**config.mk**
```make
export PLATFORM = sky130hd
export DESIGN_NAME = keypad_code_lock_flat
export DESIGN_NICKNAME = d
export VERILOG_FILES = /design/src/rtl/core/klk_pkg.sv /design/src/rtl/core/klk_in_if.sv /design/src/rtl/core/klk_out_if.sv /design/src/rtl/core/klk_cfg.sv /design/src/rtl/core/klk_fsm.sv /design/src/rtl/core/keypad_code_lock.sv /design/src/flat_wrapper.sv
export SDC_FILE = /design/constraint.sdc
export NUM_CORES = 1
export LEC_CHECK = 0
export ABC_CLOCK_PERIOD_IN_PS = 2970
export BUFFER_PORTS_ARGS = -buffer_cell sky130_fd_sc_hd__buf_2
export CAP_MARGIN = 5
export CORE_AREA = 3 3 97 99
export DETAILED_ROUTE_END_ITERATION = 8
export DIE_AREA = 0 0 100 102
export PLACE_DENSITY = 0.74
export SETUP_SLACK_MARGIN = 0.2
export SKIP_LAST_GASP = 1
export SYNTH_ARGS = -nofsm -noshare
export SYNTH_HDL_FRONTEND = slang
export SYNTH_SLANG_ARGS = --single-unit
```
**constraint.sdc**
```tcl
create_clock -name clk -period 2.97 [get_ports clk]
set_input_delay 0.4455 -clock clk [delete_from_list [all_inputs] [get_ports clk]]
set_output_delay 0.4455 -clock clk [all_outputs]
set_load 0.03 [all_outputs]
```
**src/rtl/core/klk_pkg.sv**
```systemverilog
// Shared types and constants for the keypad code lock.
package klk_pkg;

	localparam int KEY_W      = 4;
	localparam int STATUS_W   = 3;
	localparam int KEYS_W     = 3;
	localparam int LIMIT_W    = 4;
	localparam int TICKS_W    = 16;
	localparam int CFG_IDX_W  = 1;
	localparam int CFG_DATA_W = 16;

	localparam logic [CFG_IDX_W-1:0] REG_WRONG_LIMIT   = 1'b0;
	localparam logic [CFG_IDX_W-1:0] REG_LOCKOUT_TICKS = 1'b1;

	localparam logic [LIMIT_W-1:0] WRONG_LIMIT_RESET   = 4'd4;
	localparam logic [TICKS_W-1:0] LOCKOUT_TICKS_RESET = 16'd10000;

	localparam logic [KEY_W-1:0] KEY_STAR = 4'd14;
	localparam logic [KEY_W-1:0] KEY_HASH = 4'd15;

	// Factory code 2 5 8 0, first key in the highest nibble.
	localparam logic [31:0] CODE_RESET = 32'h0000_2580;

	typedef enum logic [1:0] {
		MODE_ENTER,
		MODE_OPEN,
		MODE_NEWCODE
	} mode_t;

	typedef enum logic [STATUS_W-1:0] {
		ST_NONE,
		ST_TAKEN,
		ST_UNLOCKED,
		ST_WRONG,
		ST_LOCKOUT,
		ST_RELOCKED,
		ST_NEWENTRY,
		ST_CHANGED
	} status_t;

	typedef struct packed {
		logic [LIMIT_W-1:0] wrong_limit;
		logic [TICKS_W-1:0] lockout_ticks;
	} cfg_t;

	typedef struct packed {
		status_t             status;
		logic                latch_open;
		logic [KEYS_W-1:0]   keys_entered;
		logic                locked_out;
	} result_t;

endpackage

```
**src/rtl/core/klk_in_if.sv**
```systemverilog
// Channel carrying key presses and timer ticks into the lock.
interface klk_in_if import klk_pkg::*; ();
	logic             valid;
	logic             ready;
	logic             command;
	logic [KEY_W-1:0] key;

	modport source (output valid, output command, output key, input ready);
	modport sink (input valid, input command, input key, output ready);
endinterface

```
**src/rtl/core/klk_out_if.sv**
```systemverilog
// Channel carrying one result per transaction out of the lock.
interface klk_out_if import klk_pkg::*; ();
	logic                valid;
	logic                ready;
	logic [STATUS_W-1:0] status;
	logic                latch_open;
	logic [KEYS_W-1:0]   keys_entered;
	logic                locked_out;

	modport source (output valid, output status, output latch_open, output keys_entered,
		output locked_out, input ready);
	modport sink (input valid, input status, input latch_open, input keys_entered,
		input locked_out, output ready);
endinterface

```
**src/rtl/core/klk_cfg.sv**
```systemverilog
// Configuration registers of the keypad code lock.
module klk_cfg import klk_pkg::*; (
	input  logic                  clk,
	input  logic                  arst_n,
	input  logic                  cfg_we,
	input  logic [CFG_IDX_W-1:0]  cfg_index,
	input  logic [CFG_DATA_W-1:0] cfg_data,
	output cfg_t                  cfg
);

	cfg_t cfg_q;

	always_ff @(posedge clk or negedge arst_n) begin
		if (!arst_n) begin
			cfg_q.wrong_limit   <= WRONG_LIMIT_RESET;
			cfg_q.lockout_ticks <= LOCKOUT_TICKS_RESET;
		end else if (cfg_we) begin
			unique case (cfg_index)
				REG_WRONG_LIMIT: begin
					cfg_q.wrong_limit <= cfg_data[LIMIT_W-1:0];
				end
				REG_LOCKOUT_TICKS: begin
					cfg_q.lockout_ticks <= cfg_data[TICKS_W-1:0];
				end
				default: begin
				end
			endcase
		end
	end

	assign cfg = cfg_q;

endmodule

```
**src/rtl/core/klk_fsm.sv**
```systemverilog
// Lock state machine: code entry, compare, latch, code change and lockout.
module klk_fsm import klk_pkg::*; #(
	parameter int CODE_LENGTH = 4
) (
	input  logic             clk,
	input  logic             arst_n,
	input  logic             fire,
	input  logic             command,
	input  logic [KEY_W-1:0] key,
	input  cfg_t             cfg,
	output result_t          result
);

	localparam int CW   = KEY_W * CODE_LENGTH;
	localparam int CNTW = (CODE_LENGTH > 1) ? $clog2(CODE_LENGTH) : 1;
	localparam logic [CNTW-1:0] LAST_KEY = CNTW'(CODE_LENGTH - 1);
	localparam logic [CW-1:0]   CODE_INIT = CW'(CODE_RESET);

	mode_t               mode_q, mode_d;
	logic [CNTW-1:0]     cnt_q, cnt_d, cnt_inc;
	logic [CW-1:0]       buf_q, buf_d, buf_shift;
	logic [CW-1:0]       code_q, code_d;
	logic [LIMIT_W-1:0]  wrong_q, wrong_d, wrong_inc;
	logic [TICKS_W-1:0]  lock_q, lock_d;
	logic                latch_q, latch_d;
	logic                last;
	status_t             status;

	always_ff @(posedge clk or negedge arst_n) begin
		if (!arst_n) begin
			mode_q  <= MODE_ENTER;
			cnt_q   <= '0;
			buf_q   <= '0;
			code_q  <= CODE_INIT;
			wrong_q <= '0;
			lock_q  <= '0;
			latch_q <= 1'b0;
		end else if (fire) begin
			mode_q  <= mode_d;
			cnt_q   <= cnt_d;
			buf_q   <= buf_d;
			code_q  <= code_d;
			wrong_q <= wrong_d;
			lock_q  <= lock_d;
			latch_q <= latch_d;
		end
	end

	always_comb begin
		mode_d    = mode_q;
		cnt_d     = cnt_q;
		buf_d     = buf_q;
		code_d    = code_q;
		wrong_d   = wrong_q;
		lock_d    = lock_q;
		latch_d   = latch_q;
		status    = ST_NONE;
		buf_shift = CW'({buf_q, key});
		last      = (cnt_q == LAST_KEY);
		cnt_inc   = last ? '0 : CNTW'(cnt_q + 1'b1);
		wrong_inc = LIMIT_W'(wrong_q + 1'b1);
		if (command) begin
			if (lock_q != '0) begin
				lock_d = TICKS_W'(lock_q - 1'b1);
			end
		end else if (lock_q == '0) begin
			unique case (mode_q)
				MODE_OPEN: begin
					if (key == KEY_STAR) begin
						latch_d = 1'b0;
						mode_d  = MODE_ENTER;
						status  = ST_RELOCKED;
					end else if (key == KEY_HASH) begin
						latch_d = 1'b0;
						mode_d  = MODE_NEWCODE;
						cnt_d   = '0;
						buf_d   = '0;
						status  = ST_NEWENTRY;
					end
				end
				MODE_NEWCODE: begin
					cnt_d = cnt_inc;
					if (last) begin
						code_d = buf_shift;
						buf_d  = '0;
						mode_d = MODE_ENTER;
						status = ST_CHANGED;
					end else begin
						buf_d  = buf_shift;
						status = ST_TAKEN;
					end
				end
				default: begin
					mode_d = MODE_ENTER;
					cnt_d  = cnt_inc;
					if (last) begin
						buf_d = '0;
						if (buf_shift == code_q) begin
							latch_d = 1'b1;
							mode_d  = MODE_OPEN;
							status  = ST_UNLOCKED;
						end else if (wrong_inc >= cfg.wrong_limit) begin
							wrong_d = '0;
							lock_d  = cfg.lockout_ticks;
							status  = ST_LOCKOUT;
						end else begin
							wrong_d = wrong_inc;
							status  = ST_WRONG;
						end
					end else begin
						buf_d  = buf_shift;
						status = ST_TAKEN;
					end
				end
			endcase
		end
	end

	always_comb begin
		result.status       = status;
		result.latch_open   = latch_d;
		result.keys_entered = KEYS_W'(cnt_d);
		result.locked_out   = (lock_d != '0);
	end

endmodule

```
**src/rtl/core/keypad_code_lock.sv**
```systemverilog
// Top level of the keypad code lock with input and result registers.
//
// The lock takes one transaction per clock cycle on the events channel while it is not stalled,
// either a key press or a timer tick, and returns exactly one result transaction for each. A
// transaction accepted on the events channel is held in the input register, evaluated by the
// lock state machine and loaded into the result register once that register is free or its
// result is being taken. With the result side ready the sustained rate is one transaction
// per cycle. While a finished result waits to be taken the input register can still take one
// more transaction; after that the events channel stalls until the result is taken. The stored
// code holds CODE_LENGTH keys and resets to 2 5 8 0. Configuration writes are meant for an idle
// lock and apply to every transaction evaluated after the write.
module keypad_code_lock import klk_pkg::*; #(
	parameter int CODE_LENGTH = 4
) (
	input  logic                  clk,
	input  logic                  arst_n,
	klk_in_if.sink                events,
	klk_out_if.source             results,
	input  logic                  cfg_we,
	input  logic [CFG_IDX_W-1:0]  cfg_index,
	input  logic [CFG_DATA_W-1:0] cfg_data
);

	cfg_t             cfg;
	result_t          result;
	logic             valid_s1;
	logic             command_s1;
	logic [KEY_W-1:0] key_s1;
	logic             valid_s2;
	result_t          result_s2;
	logic             advance;

	klk_cfg u_cfg (
		.clk       (clk),
		.arst_n    (arst_n),
		.cfg_we    (cfg_we),
		.cfg_index (cfg_index),
		.cfg_data  (cfg_data),
		.cfg       (cfg)
	);

	klk_fsm #(
		.CODE_LENGTH (CODE_LENGTH)
	) u_fsm (
		.clk     (clk),
		.arst_n  (arst_n),
		.fire    (advance),
		.command (command_s1),
		.key     (key_s1),
		.cfg     (cfg),
		.result  (result)
	);

	assign advance      = valid_s1 && (!valid_s2 || results.ready);
	assign events.ready = !valid_s1 || advance;

	always_ff @(posedge clk or negedge arst_n) begin
		if (!arst_n) begin
			valid_s1 <= 1'b0;
		end else if (events.ready) begin
			valid_s1 <= events.valid;
		end
	end

	always_ff @(posedge clk) begin
		if (events.valid && events.ready) begin
			command_s1 <= events.command;
			key_s1     <= events.key;
		end
	end

	always_ff @(posedge clk or negedge arst_n) begin
		if (!arst_n) begin
			valid_s2 <= 1'b0;
		end else if (advance) begin
			valid_s2 <= 1'b1;
		end else if (results.ready) begin
			valid_s2 <= 1'b0;
		end
	end

	always_ff @(posedge clk) begin
		if (advance) begin
			result_s2 <= result;
		end
	end

	assign results.valid        = valid_s2;
	assign results.status       = result_s2.status;
	assign results.latch_open   = result_s2.latch_open;
	assign results.keys_entered = result_s2.keys_entered;
	assign results.locked_out   = result_s2.locked_out;

	a_lockout_closed: assert property (@(posedge clk) disable iff (!arst_n)
		results.valid && results.locked_out |-> !results.latch_open)
		else $error("latch reported open during lockout");

	a_unlock_opens: assert property (@(posedge clk) disable iff (!arst_n)
		results.valid && (results.status == ST_UNLOCKED) |-> results.latch_open)
		else $error("unlock reported without the latch open");

	a_keys_range: assert property (@(posedge clk) disable iff (!arst_n)
		results.valid |-> (results.keys_entered <= KEYS_W'(CODE_LENGTH - 1)))
		else $error("key count reached the code length");

	a_stage_held: assert property (@(posedge clk) disable iff (!arst_n)
		valid_s1 && !advance |=> valid_s1 && $stable(command_s1) && $stable(key_s1))
		else $error("input register overwritten before evaluation");

endmodule

```
**src/flat_wrapper.sv**
```systemverilog
// flat-port wrapper written by rule: the top's interface ports become plain ports
module keypad_code_lock_flat import klk_pkg::*;
#(
	parameter int CODE_LENGTH = 4
)
  (clk, arst_n, cfg_we, cfg_index, cfg_data, events_valid, events_command, events_key, events_ready, results_valid, results_status, results_latch_open, results_keys_entered, results_locked_out, results_ready);
  klk_in_if events_i ();
  klk_out_if results_i ();
  input  logic clk;
  input  logic arst_n;
  input  logic cfg_we;
  input  logic [CFG_IDX_W-1:0] cfg_index;
  input  logic [CFG_DATA_W-1:0] cfg_data;
  input wire logic [$bits(events_i.valid)-1:0] events_valid;
  input wire logic [$bits(events_i.command)-1:0] events_command;
  input wire logic [$bits(events_i.key)-1:0] events_key;
  output wire logic [$bits(events_i.ready)-1:0] events_ready;
  output wire logic [$bits(results_i.valid)-1:0] results_valid;
  output wire logic [$bits(results_i.status)-1:0] results_status;
  output wire logic [$bits(results_i.latch_open)-1:0] results_latch_open;
  output wire logic [$bits(results_i.keys_entered)-1:0] results_keys_entered;
  output wire logic [$bits(results_i.locked_out)-1:0] results_locked_out;
  input wire logic [$bits(results_i.ready)-1:0] results_ready;
  assign events_i.valid = events_valid;
  assign events_i.command = events_command;
  assign events_i.key = events_key;
  assign events_ready = events_i.ready;
  assign results_valid = results_i.valid;
  assign results_status = results_i.status;
  assign results_latch_open = results_i.latch_open;
  assign results_keys_entered = results_i.keys_entered;
  assign results_locked_out = results_i.locked_out;
  assign results_i.ready = results_ready;
  keypad_code_lock #(.CODE_LENGTH(CODE_LENGTH)) u_core (.clk(clk), .arst_n(arst_n), .events(events_i), .results(results_i), .cfg_we(cfg_we), .cfg_index(cfg_index), .cfg_data(cfg_data));
endmodule
```
; ---- Word level (Yosys, flattened, before mapping)
; Index checks and enable logic that the tools add are counted.
[classes]
n_div = 0
multipliers = 0
n_reduce_logical = 18
shifts = 0
magnitude_cmp = 1
eq_ne = 10
addsub = 3
n_bitwise = 5
mux = 40
[ops]
columns = op, count
row1 = $mux 16, 7
row2 = $mux 12, 4
row3 = $reduce_bool 16->1, 2
row4 = $mux 2, 9
row5 = $mux 3, 6
row6 = $eq 16x16->1, 1
row7 = $logic_not 16->1, 1
row8 = $sub 16x1->16 const B, 1
row9 = $reduce_and 5->1, 3
row10 = $mux 1, 10
row11 = $eq 4x4->1 const B, 2
row12 = $ne 2x2->1 const B, 3
row13 = $pmux 3 s2, 1
row14 = $reduce_and 6->1, 1
row15 = $not 1->1, 5
row16 = $add 4x1->4 const B, 1
row17 = $eq 2x2->1 const B, 2
row18 = $ge 4x4->1, 1
row19 = $mux 4, 1
row20 = $pmux 2 s2, 1
row21 = $reduce_and 2->1, 2
row22 = $reduce_or 2->1, 2
row23 = $ne 3x3->1 const B, 1
row24 = $add 2x1->2 const B, 1
row25 = other kinds (6), 9
[totals]
rom_bits = 0
in_bits = 27
latchBits = 0
elab_cells = 94
reg_bits = 87
mem_count = 0
ram_bits = 0
output_inout_bits = 10

; ---- Depth between registers and ports, before layout
; Gate-level depths: netlist of the first run.
[logic_depth]
depth_word = 9
mapped_depth = 11
ltp_nobuf = 10

; ---- By module
; A second synthesis of the first run with hierarchy kept.
[unflattened]
cells_unflattened = 449
hier_area_um2 = 4667.0
[by_module_without_submodules]
columns = mod, cells_each, area_per_inst_um2, seq_area_each_um2, instances
row1 = klk_fsm, 385, 3419.5, 1331.3, 1
row2 = klk_cfg, 43, 753.2, 508.0, 1
row3 = keypad_code_lock, 21, 494.2, 440.4, 1

; ---- Least setup slack after synthesis of the first run
; OpenSTA, ideal clock, no wires.
[synth_path]
path_kind = register to register
from = reg u_core.u_fsm.wrong_q[0]
to = reg u_core.result_s2, in the netlist u_core.results.locked_out, data pin
setup_time_ns = 0.269
stages_incl_launch_ff = 11
required_ns = 2.701
n_path_buf = 1
slack_ns = 0.218
arrival_ns = 2.483
synth_period_minus_slack_ns = 2.752
path_cell_list = dfrtp_1 > ha_1 > xor2_1 > ha_1 > a2111o_1 > and2_1 > and4_1 > buf_1 > a221o_1 > nor4_1 > nand4_1
[synth_lines]
columns = item, line_no
row1 = start: declaration, klk_fsm.sv:23  ; logic [LIMIT_W-1:0] wrong_q, wrong_d, wrong_inc;
row2 = start signal: assignment, klk_fsm.sv:43  ; wrong_q <= wrong_d;
row3 = end signal: assignment, keypad_code_lock.sv:84  ; result_s2 <= result;
row4 = end: declaration, keypad_code_lock.sv:30  ; result_t result_s2;

==> impl_metrics.toml, run 1 <==
[sta]
rsz0062_at_grt = "true"
min_period_ps = 2720
maxSlewViolCount = 0
skew_ps = 12.9
final.period_utilization_pct = 91.6
hold_violations = 0
relSlewSlack_pct = 38.1
setup_viol = 0
totalNegativeSetupSlack_ps = 0
max_freq_mhz = 368
worst_pin_slew_ps = 928

[cells_and_area]
fillers = 738
drive_gt1_share_pct = 26.3
stdcell_area_sq_um = 5300
diodes = 0
area_delta_synth_final_pct = 15.8
seq_area_sq_um = 2250
instances_no_fill = 626
multi_input_area_sq_um = 2270
final_nets = 549

[power_and_ir_drop]
p_sw_w = 0.00118
p_int_w = 0.00222
swShare_pct = 34.6
pwr-share-clk_pct = 24.6
powerDensity_nw_per_um2 = 642
ir_worst_vdd_uv = 390
p_comb_share_pct = 29.1
p_leak_nw = 2.37
power.total_w = 0.00340
p_seq_share_pct = 46.2

[clock_tree]
clk_pin_slew_worst_paths_ps = 90
cts_hold_buf = 0
numCtsBuffers = 9
tritoncts = "yes"
cts_buffer_depth = 2
root_buffer = "clkbuf_8"
clkLatencyLatePin_ps = 350
cts_sinks = 87
htreeDepth = 3

[synthesis]
yosys_register_bits = 87
yosys-top-cells-count = "nand2_1, dfrtp_1, o21ai_0"
netlist_area_sq_um = 4570
synth_top_area_share_pct = 35.6
synth_edf_count = 12
synth_top_area_cell = "dfrtp_1"
synth_flop_cell = "dfrtp_1"
synthTopCellsByArea = "dfrtp_1, edfxtp_1, nand2_1"
synth_fp_nets = 493
synth_cells = 457
yosysWarnings = 0
postSynthAreaPerCell_sq_um = 10.0
synthMostInstantiatedCell = "nand2_1"
yosysSeqAreaShare_pct = 49.2
ys_types = 58
synthArstFlopShare_pct = 86.2

[critical_path]
cp-end-kind = "flop"
cpPeakStageDelay_ps = 580
cp_cell_sequence = "or4_4 > or4_4 > a211oi_1 > mux2i_1 > a211oi_1 > a21oi_1 > nand4_1"
crit_buf_inv = 0
critPathKind = "reg -> reg"
path_max_fanout = 5
critPathSlowestCell = "or4_4"
cp-start-kind = "flop"
path_delay_family = "simple AND/OR/NAND/NOR gates"
required_ps = 3070
critPathArrivalTime_ps = 2810

[route]
vias = 3598
totalWireLength_um = 10100
via_per_inst = 5.75
drt_pass1_iterations = 5
wire_per_inst_um = 16.1
ant_nets = 0
drtIter0Drc = 309
drc = 0

[grt]
grt_pass1_vias = 3540
antenna_found_initial = 0
grt.total_usage_pct = 21.0
grt.overflow.total = 0
grt_pass1_wl_um = 17000
grt_max_degree = 76

[flow_run]
cap_violations = 0

[floorplanning]
fp-row-count = 34
io_pins = 37
fp.dieH_um = 102
initial_core_util_pct = 53.0
die_area_sq_um = 10200
die_w_um = 100
coreArea_sq_um = 8640

[placed_design]
placed_cells = 604
dp_hpwl_um = 7280
place_area_sq_um = 4970
gp_congestion = 0.911
io_buffers = 35

[outcome]
outcome = "complete, no violations"

[hold_path]
hp-class = "in -> reg"
==> routing by layer <==
metal	share of wire, %	global-route usage [%]
met5	0	0
met4	1.4	5.91
met3	4.7	4.23
met2	48	35.3
met1	46	27.8
==> worst reg2reg max path, cell delays in order (launching register included) <==
cell	delay [ps]
dfrtp_1	430
or4_4	580
or4_4	500
a211oi_1	310
mux2i_1	280
a211oi_1	90
a21oi_1	170
nand4_1	110
==> worst paths after layout <==
check,from,endpoint,slack (ps),depth (start not counted)
max,u_core.u_fsm.lock_q[0]$_DFFE_PN0P_,u_core.results.locked_out$_DFFE_PP_,250,7
max in group asynchronous,arst_n,u_core.u_cfg.cfg[7]$_DFFE_PN0P_,2050,2
min in group asynchronous,arst_n,u_core.u_fsm.code_q[6]$_DFFE_PN0P_,300,2
max reg2reg,u_core.u_fsm.lock_q[0]$_DFFE_PN0P_,u_core.results.locked_out$_DFFE_PP_,250,7
min reg2reg,u_core.u_fsm.code_q[0]$_DFFE_PN0P_,u_core.u_fsm.code_q[0]$_DFFE_PN0P_,520,2
min,events_key[0],u_core.key_s1[0]$_DFFE_PP_,270,1
==> stage by stage <==
| step | hold WS (ps) | utilization (%) | setup slack (ps) |
|---|---|---|---|
| 3_3_place_gp | 476 | 57.5 | 135 |
| 3_5_place_dp | 490 | 57.5 | 99.8 |
| 5_1_grt | 240 | 61.3 | 159 |
| 4_1_cts | 256 | 60.3 | 207 |
| 6_report | 270 | 61.3 | 251 |
| 2_1_floorplan | 150 | - | 218 |
==> final cells by class <==
type | instances | area share, %
Sequential cell | 87 | 42.5
Inverter | 17 | 1.20
Timing Repair Buffer | 62 | 7.13
Clock inverter | 5 | 1.09
Multi-Input combinational cell | 336 | 42.9
Tap cell | 108 | 2.55
Clock buffer | 11 | 2.67
==> cells by family (layout without fill, tap and decap cells) <==
logic type	count (synthesis)	count (layout)	synth area share, %
xor+xnor	20	20	3.83
other cells	1	1	0.0820
compound gates	97	97	13.7
mux	37	37	9.03
fa+ha+maj	9	9	2.46
flops	87	87	49.2
simple gates	172	172	18.7
buf+inv	34	95	2.95
==> flip-flops by register name (all words and copies together), names as in the netlist, 2 cells and up <==
register,cells
u_core.key_s1,4
u_core.results.keys_entered,2
u_core.results.status,3
u_core.u_cfg.cfg,20
u_core.u_fsm.buf_q,12
u_core.u_fsm.cnt_q,2
u_core.u_fsm.code_q,16
u_core.u_fsm.lock_q,16
u_core.u_fsm.mode_q,2
u_core.u_fsm.wrong_q,4
==> placed cells by master (no fill, tap or decap), drive strengths merged, types with 2 or more instances in the layout <==
cell type	count
nor4	7
dfstp	10
clkinv	2
a311oi	2
xor2	17
a221oi	2
or4	4
nor2	19
o21ai	43
edfxtp	12
buf	62
nand4	6
a21oi	15
and3	3
a21o	2
o31ai	5
nand3	13
dfrtp	65
or3	4
nand2	79
and2	3
o221a	2
inv	18
a211oi	4
o211ai	5
xnor2	3
nor3	13
mux2i	3
a31oi	5
clkbuf	11
nor3b	2
o21a	3
mux2	34
nand2b	15
ha	9
==> power groups by stage <==
stage	Sequential [W]	Combinational, W	Clock [W]
2_1_floorplan	0.00156	0.000616	0
3_3_place_gp	0.00158	0.000907	0
3_5_place_dp	0.00158	0.000921	0
4_1_cts	0.00156	0.000946	0.000858
5_1_grt	0.00159	0.00109	0.000919
6_report	0.00157	0.000991	0.000838
==> timing repair <==
item | CTS | global route
cloned | 0 | 0
setup buffers | 1 | 5
setup endpoints to repair | 1 | 1
gates resized for setup | 7 | 11
pin swaps | 1 | 8
No activity file was read; power rests on OpenSTA's default activity.
==> run 2, diff against run 1 <==
--- a/config.mk
+++ b/config.mk
@@ -11,7 +11,7 @@
 export CORE_AREA = 3 3 97 99
 export DETAILED_ROUTE_END_ITERATION = 8
 export DIE_AREA = 0 0 100 102
-export PLACE_DENSITY = 0.74
+export PLACE_DENSITY_LB_ADDON = 0.05
 export SETUP_SLACK_MARGIN = 0.2
 export SKIP_LAST_GASP = 1
 export SYNTH_ARGS = -nofsm -noshare
==> run 2 against run 1 <==
Effect of this change: clock power is 1% higher; via count fell by 0.69%; die area did not move; first-iteration DRC count decreased by 31%; combinational power decreased by 8.0%; cell count fell by 1.3%; critical path type unchanged; sequential share of layout area up 0.71 points; core utilization shrank 1.0 points; routed wire length grew 4.9%; hold slack worse by 42 ps; clock skew rose by 4.1 ps.
==> impl_metrics.toml, run 2 (synthesized netlist as in run 1, its figures left out) <==
[outcome]
outcome = "complete, no violations"

[power_and_ir_drop]
ir_worst_vdd_uv = 363
powerDensity_nw_per_um2 = 647
p_leak_nw = 2.32

[clock_tree]
htreeDepth = 3
cts_hold_buf = 0
numCtsBuffers = 9
cts_buffer_depth = 2
cts_sinks = 87
clkLatencyLatePin_ps = 350
root_buffer = "clkbuf_8"
clk_pin_slew_worst_paths_ps = 90
tritoncts = "yes"

[critical_path]
critPathArrivalTime_ps = 2830
critPathKind = "reg -> reg"
cp-end-kind = "flop"
path_max_fanout = 9
cp-start-kind = "flop"
required_ps = 3050

[sta]
skew_ps = 17.0
max_freq_mhz = 363
worst_pin_slew_ps = 927
rsz0062_at_grt = "true"
totalNegativeSetupSlack_ps = 0
setup_ws_ps = 217
final.period_utilization_pct = 92.7
min_period_ps = 2750
setup_viol = 0
hold_violations = 0
relSlewSlack_pct = 38.2
maxSlewViolCount = 0

[route]
ant_nets = 0
drt_pass1_iterations = 4
drc = 0
vias = 3573
drtIter0Drc = 213
totalWireLength_um = 10600
wire_per_inst_um = 17.1
via_per_inst = 5.78

[floorplanning]
io_pins = 37
fp.dieH_um = 102
die_w_um = 100
initial_core_util_pct = 53.0
die_area_sq_um = 10200
fp-row-count = 34
coreArea_sq_um = 8640

[flow_run]
cap_violations = 0

[grt]
grt_pass1_wl_um = 17700
grt.total_usage_pct = 22.2
grt_max_degree = 76
grt.overflow.total = 0
antenna_found_initial = 0
grt_pass1_vias = 3468

[placed_design]
pre_cts_ws_ps = 90.8
place_area_sq_um = 4950
io_buffers = 35
gp_congestion = 0.880
dp_hpwl_um = 7760

[cells_and_area]
post-route-util_pct = 60.3
drive_gt1_share_pct = 23.9
seq_area_sq_um = 2250
stdcell_area_sq_um = 5210
largest_register_ffs = 20
diodes = 0
final_nets = 541
multi_input_area_sq_um = 2240
final_common_cell = "nand2_1"
final_cell_mix = "nand2_1, dfrtp_1, buf_2"
fillers = 742
area_delta_synth_final_pct = 13.9

[hold_path]
hp-class = "in -> async"
==> run 2: final cells by class <==
cell class	instances	area share, %
clock buffers	12	2.79
clock inverters	4	1.06
inverters	17	1.23
multi-input cells	336	43.0
flip-flops and latches	87	43.2
well taps	108	2.59
repair buffers	54	6.15
==> run 2: per-stage QoR <==
step,total power (W),hold slack (ps),cells
floorplan,0.00218,150,457
global placement,0.00247,475,601
detailed placement,0.00249,481,601
CTS,0.00335,260,618
global route,0.00357,255,618
finish,0.00337,228,618
==> run 2: routing by layer <==
| layer | vias up | share of wire, % | global-route usage, % |
|---|---|---|---|
| li1 | 1729 | - | - |
| met2 | 107 | 45 | 33.0 |
| met4 | 0 | 1.3 | 6.53 |
| met1 | 1722 | 49 | 33.9 |
| met5 | - | 0 | 0 |
| met3 | 15 | 4.9 | 3.07 |
==> run 2: worst paths after layout <==
check                                                    start  cells past startpoint                                  end  slack (ps)
max in group asynchronous                               arst_n                      1   u_core.u_fsm.lock_q[3]$_DFFE_PN0P_        2130
setup reg to reg           u_core.u_fsm.wrong_q[0]$_DFFE_PN0P_                      9  u_core.results.locked_out$_DFFE_PP_         220
hold reg to reg                    u_core.valid_s1$_DFFE_PN0N_                      1     u_core.results.valid$_DFFE_PN0P_         490
hold / removal                                          arst_n                      1   u_core.u_fsm.buf_q[11]$_DFFE_PN0P_         230
min in group clk                                 events_key[2]                      1           u_core.key_s1[2]$_DFFE_PP_         280
setup / recovery           u_core.u_fsm.wrong_q[0]$_DFFE_PN0P_                      9  u_core.results.locked_out$_DFFE_PP_         220
==> run 2: power breakdown <==
part	total, W	internal [W]	switching, W
logic	0.000912	0.000390	0.000522
registers	0.00161	0.00138	0.000231
clock network	0.000848	0.000418	0.000430
total	0.00337	0.00219	0.00118
==> run 2: what timing repair did <==
action	in CTS	in global routing
setup endpoints to repair	1	1
endpoints found under the hold margin	0	0
pin swaps	2	0
buffers inserted	1	0
gates resized for setup	7	4
==> run 2: worst max-delay path, stage by stage (launching register included) <==
cell and delay (ps):
dfrtp_1 410, buf_4 150, ha_1 270, nand2b_1 150
a2111o_1 450, and2_4 170, and4_2 280, a221o_1 350
nor4_4 130, nand4_1 110
==> run 3, diff against run 2 <==
--- a/config.mk
+++ b/config.mk
@@ -8,10 +8,10 @@
 export ABC_CLOCK_PERIOD_IN_PS = 2970
 export BUFFER_PORTS_ARGS = -buffer_cell sky130_fd_sc_hd__buf_2
 export CAP_MARGIN = 5
-export CORE_AREA = 3 3 97 99
+export CORE_AREA = 3 3 92 103
 export DETAILED_ROUTE_END_ITERATION = 8
-export DIE_AREA = 0 0 100 102
-export PLACE_DENSITY_LB_ADDON = 0.05
+export DIE_AREA = 0 0 95 106
+export PLACE_DENSITY_LB_ADDON = 0.25
 export SETUP_SLACK_MARGIN = 0.2
 export SKIP_LAST_GASP = 1
 export SYNTH_ARGS = -nofsm -noshare
==> run 3 against run 2 <==
Effect of this change: power decreased by 1.4%; count of clock-buffer cells in the layout decreased by 3; routed wire length decreased by 5.0%; critical path type unchanged; critical endpoint unchanged; largest cell class is now multi-input combinational cells; largest power group unchanged.
==> impl_metrics.toml, run 3 (synthesized netlist as in run 1, its figures left out) <==
[outcome]
outcome = "complete, no violations"

[sta]
fin_hold_ws_ps = 209
rsz0062_at_grt = "true"
final.period_utilization_pct = 91.6
maxSlewViolCount = 0
relSlewSlack_pct = 38.5
totalNegativeSetupSlack_ps = 0
min_period_ps = 2720
hold_violations = 0
skew_ps = 8.71
setup_viol = 0
worst_pin_slew_ps = 922
max_freq_mhz = 367

[critical_path]
critPathKind = "reg -> reg"
cpPeakStageDelay_ps = 450
cp-end-kind = "flop"
crit_buf_inv = 1
path_max_fanout = 6
critPathArrivalTime_ps = 2830
cp_cell_sequence = "buf_4 > ha_1 > nand2b_1 > a2111o_1 > and3_4 > a31o_2 > o221a_2 > a211oi_2 > nand4_1"
path_delay_family = "compound AO/OA/AOI/OAI gates"
critPathSlowestCell = "a2111o_1"
cp-start-kind = "flop"
required_ps = 3070

[clock_tree]
clk_pin_slew_worst_paths_ps = 90
tritoncts = "yes"
numCtsBuffers = 9
htreeDepth = 3
root_buffer = "clkbuf_8"
clkLatencyLatePin_ps = 360
cts_buffer_depth = 2
cts_sinks = 87
cts_hold_buf = 0

[floorplanning]
coreArea_sq_um = 8450
die_w_um = 95
io_pins = 37
die_area_sq_um = 10100
fp-row-count = 35
initial_core_util_pct = 54.1
fp.dieH_um = 106

[route]
drtIter0Drc = 245
ant_nets = 0
drc = 0
via_per_inst = 5.63
totalWireLength_um = 10100
vias = 3528
drt_pass1_iterations = 5
wire_per_inst_um = 16.0

[cells_and_area]
area_delta_synth_final_pct = 14.9
drive_gt1_share_pct = 26.0
diodes = 0
final_nets = 547
fillers = 707
final_cell_mix = "nand2_1, dfrtp_1, buf_2"
final_common_cell = "nand2_1"
largest_register_ffs = 20

[power_and_ir_drop]
powerDensity_nw_per_um2 = 632
power.total_w = 0.00332
p_leak_nw = 2.34
ir_worst_vdd_uv = 513

[grt]
grt_pass1_vias = 3438
antenna_found_initial = 0
grt.overflow.total = 0
grt.total_usage_pct = 21.5
grt_pass1_wl_um = 17000
grt_max_degree = 76

[placed_design]
dp_hpwl_um = 7290
gp_congestion = 0.976
io_buffers = 35

[flow_run]
cap_violations = 0

[hold_path]
hp-class = "in -> async"
-- run 3: cell count changes in the layout (fill, tap and decap cells not counted), sizes merged --
cell,before,now
inv,18,20
buf,54,60
bufinv,1,0
clkbuf,12,9
clkinvlp,1,0
clkinv,1,4
-- run 3: path summary, 6_finish.rpt --
| check | from | end | slack [ps] | depth (start not counted) |
|---|---|---|---|---|
| hold reg to reg | u_core.u_cfg.cfg[18]$_DFFE_PN1P_ | u_core.u_cfg.cfg[18]$_DFFE_PN1P_ | 520 | 2 |
| max in group asynchronous | arst_n | u_core.u_fsm.lock_q[7]$_DFFE_PN0P_ | 2150 | 1 |
| min in group clk | events_key[2] | u_core.key_s1[2]$_DFFE_PP_ | 250 | 1 |
| hold / removal | arst_n | u_core.u_fsm.code_q[15]$_DFFE_PN0P_ | 210 | 1 |
| setup / recovery | u_core.u_fsm.wrong_q[0]$_DFFE_PN0P_ | u_core.results.locked_out$_DFFE_PP_ | 250 | 9 |
| setup reg to reg | u_core.u_fsm.wrong_q[0]$_DFFE_PN0P_ | u_core.results.locked_out$_DFFE_PP_ | 250 | 9 |
-- run 3: worst reg2reg max path, delay by kind of cell, from the launching register on --
family / cells / cell delay (ps)
AOI/OAI and AO/OA: 4 / 1200
and+or+nand+nor: 3 / 450
DFF: 1 / 400
adders and majority gates: 1 / 270
buffers and inverters: 1 / 150
-- run 3: routing by layer --
layer | track usage (%) | share of wire, % | wire [um] | vias up
met5 | 0 | 0 | 0 | -
met4 | 6.80 | 1.1 | 108 | 0
met3 | 3.75 | 4.9 | 490 | 12
met2 | 34.3 | 49 | 4950 | 95
met1 | 29.6 | 45 | 4510 | 1682
li1 | - | - | - | 1739
-- run 3: power by group --
group | switching (W) | internal (W) | leakage, nW
clock network | 0.000447 | 0.000314 | 0.0935
registers | 0.000180 | 0.00138 | 1.06
logic | 0.000567 | 0.000436 | 1.18
-- run 3: stage by stage --
| stage | setup slack (ps) | instance area (sq um) | util [%] | cells |
|---|---|---|---|---|
| after floorplan | 218 | 4570 | - | 457 |
| after global placement | 121 | 5010 | 59.2 | 611 |
| after detailed placement | 69.6 | 5010 | 59.2 | 611 |
| after CTS | 206 | 5220 | 61.8 | 627 |
| after global routing | 129 | 5260 | 62.2 | 627 |
| final | 248 | 5260 | 62.2 | 627 |
-- run 3: layout make-up --
type | count | area (sq um) | area share (%)
repair buffers | 60 | 369 | 7.02
clock inverters | 7 | 55.1 | 1.05
clock buffers | 9 | 124 | 2.36
flip-flops and latches | 87 | 2250 | 42.8
well taps | 111 | 139 | 2.64
inverters | 17 | 63.8 | 1.21
multi-input cells | 336 | 2260 | 42.9
-- run 3: timing repair --
item / CTS / global route
pin swaps: 1 / 3
cloned: 0 / 0
endpoints found under the setup margin: 1 / 1
setup buffers: 0 / 0
gates resized for setup: 8 / 10
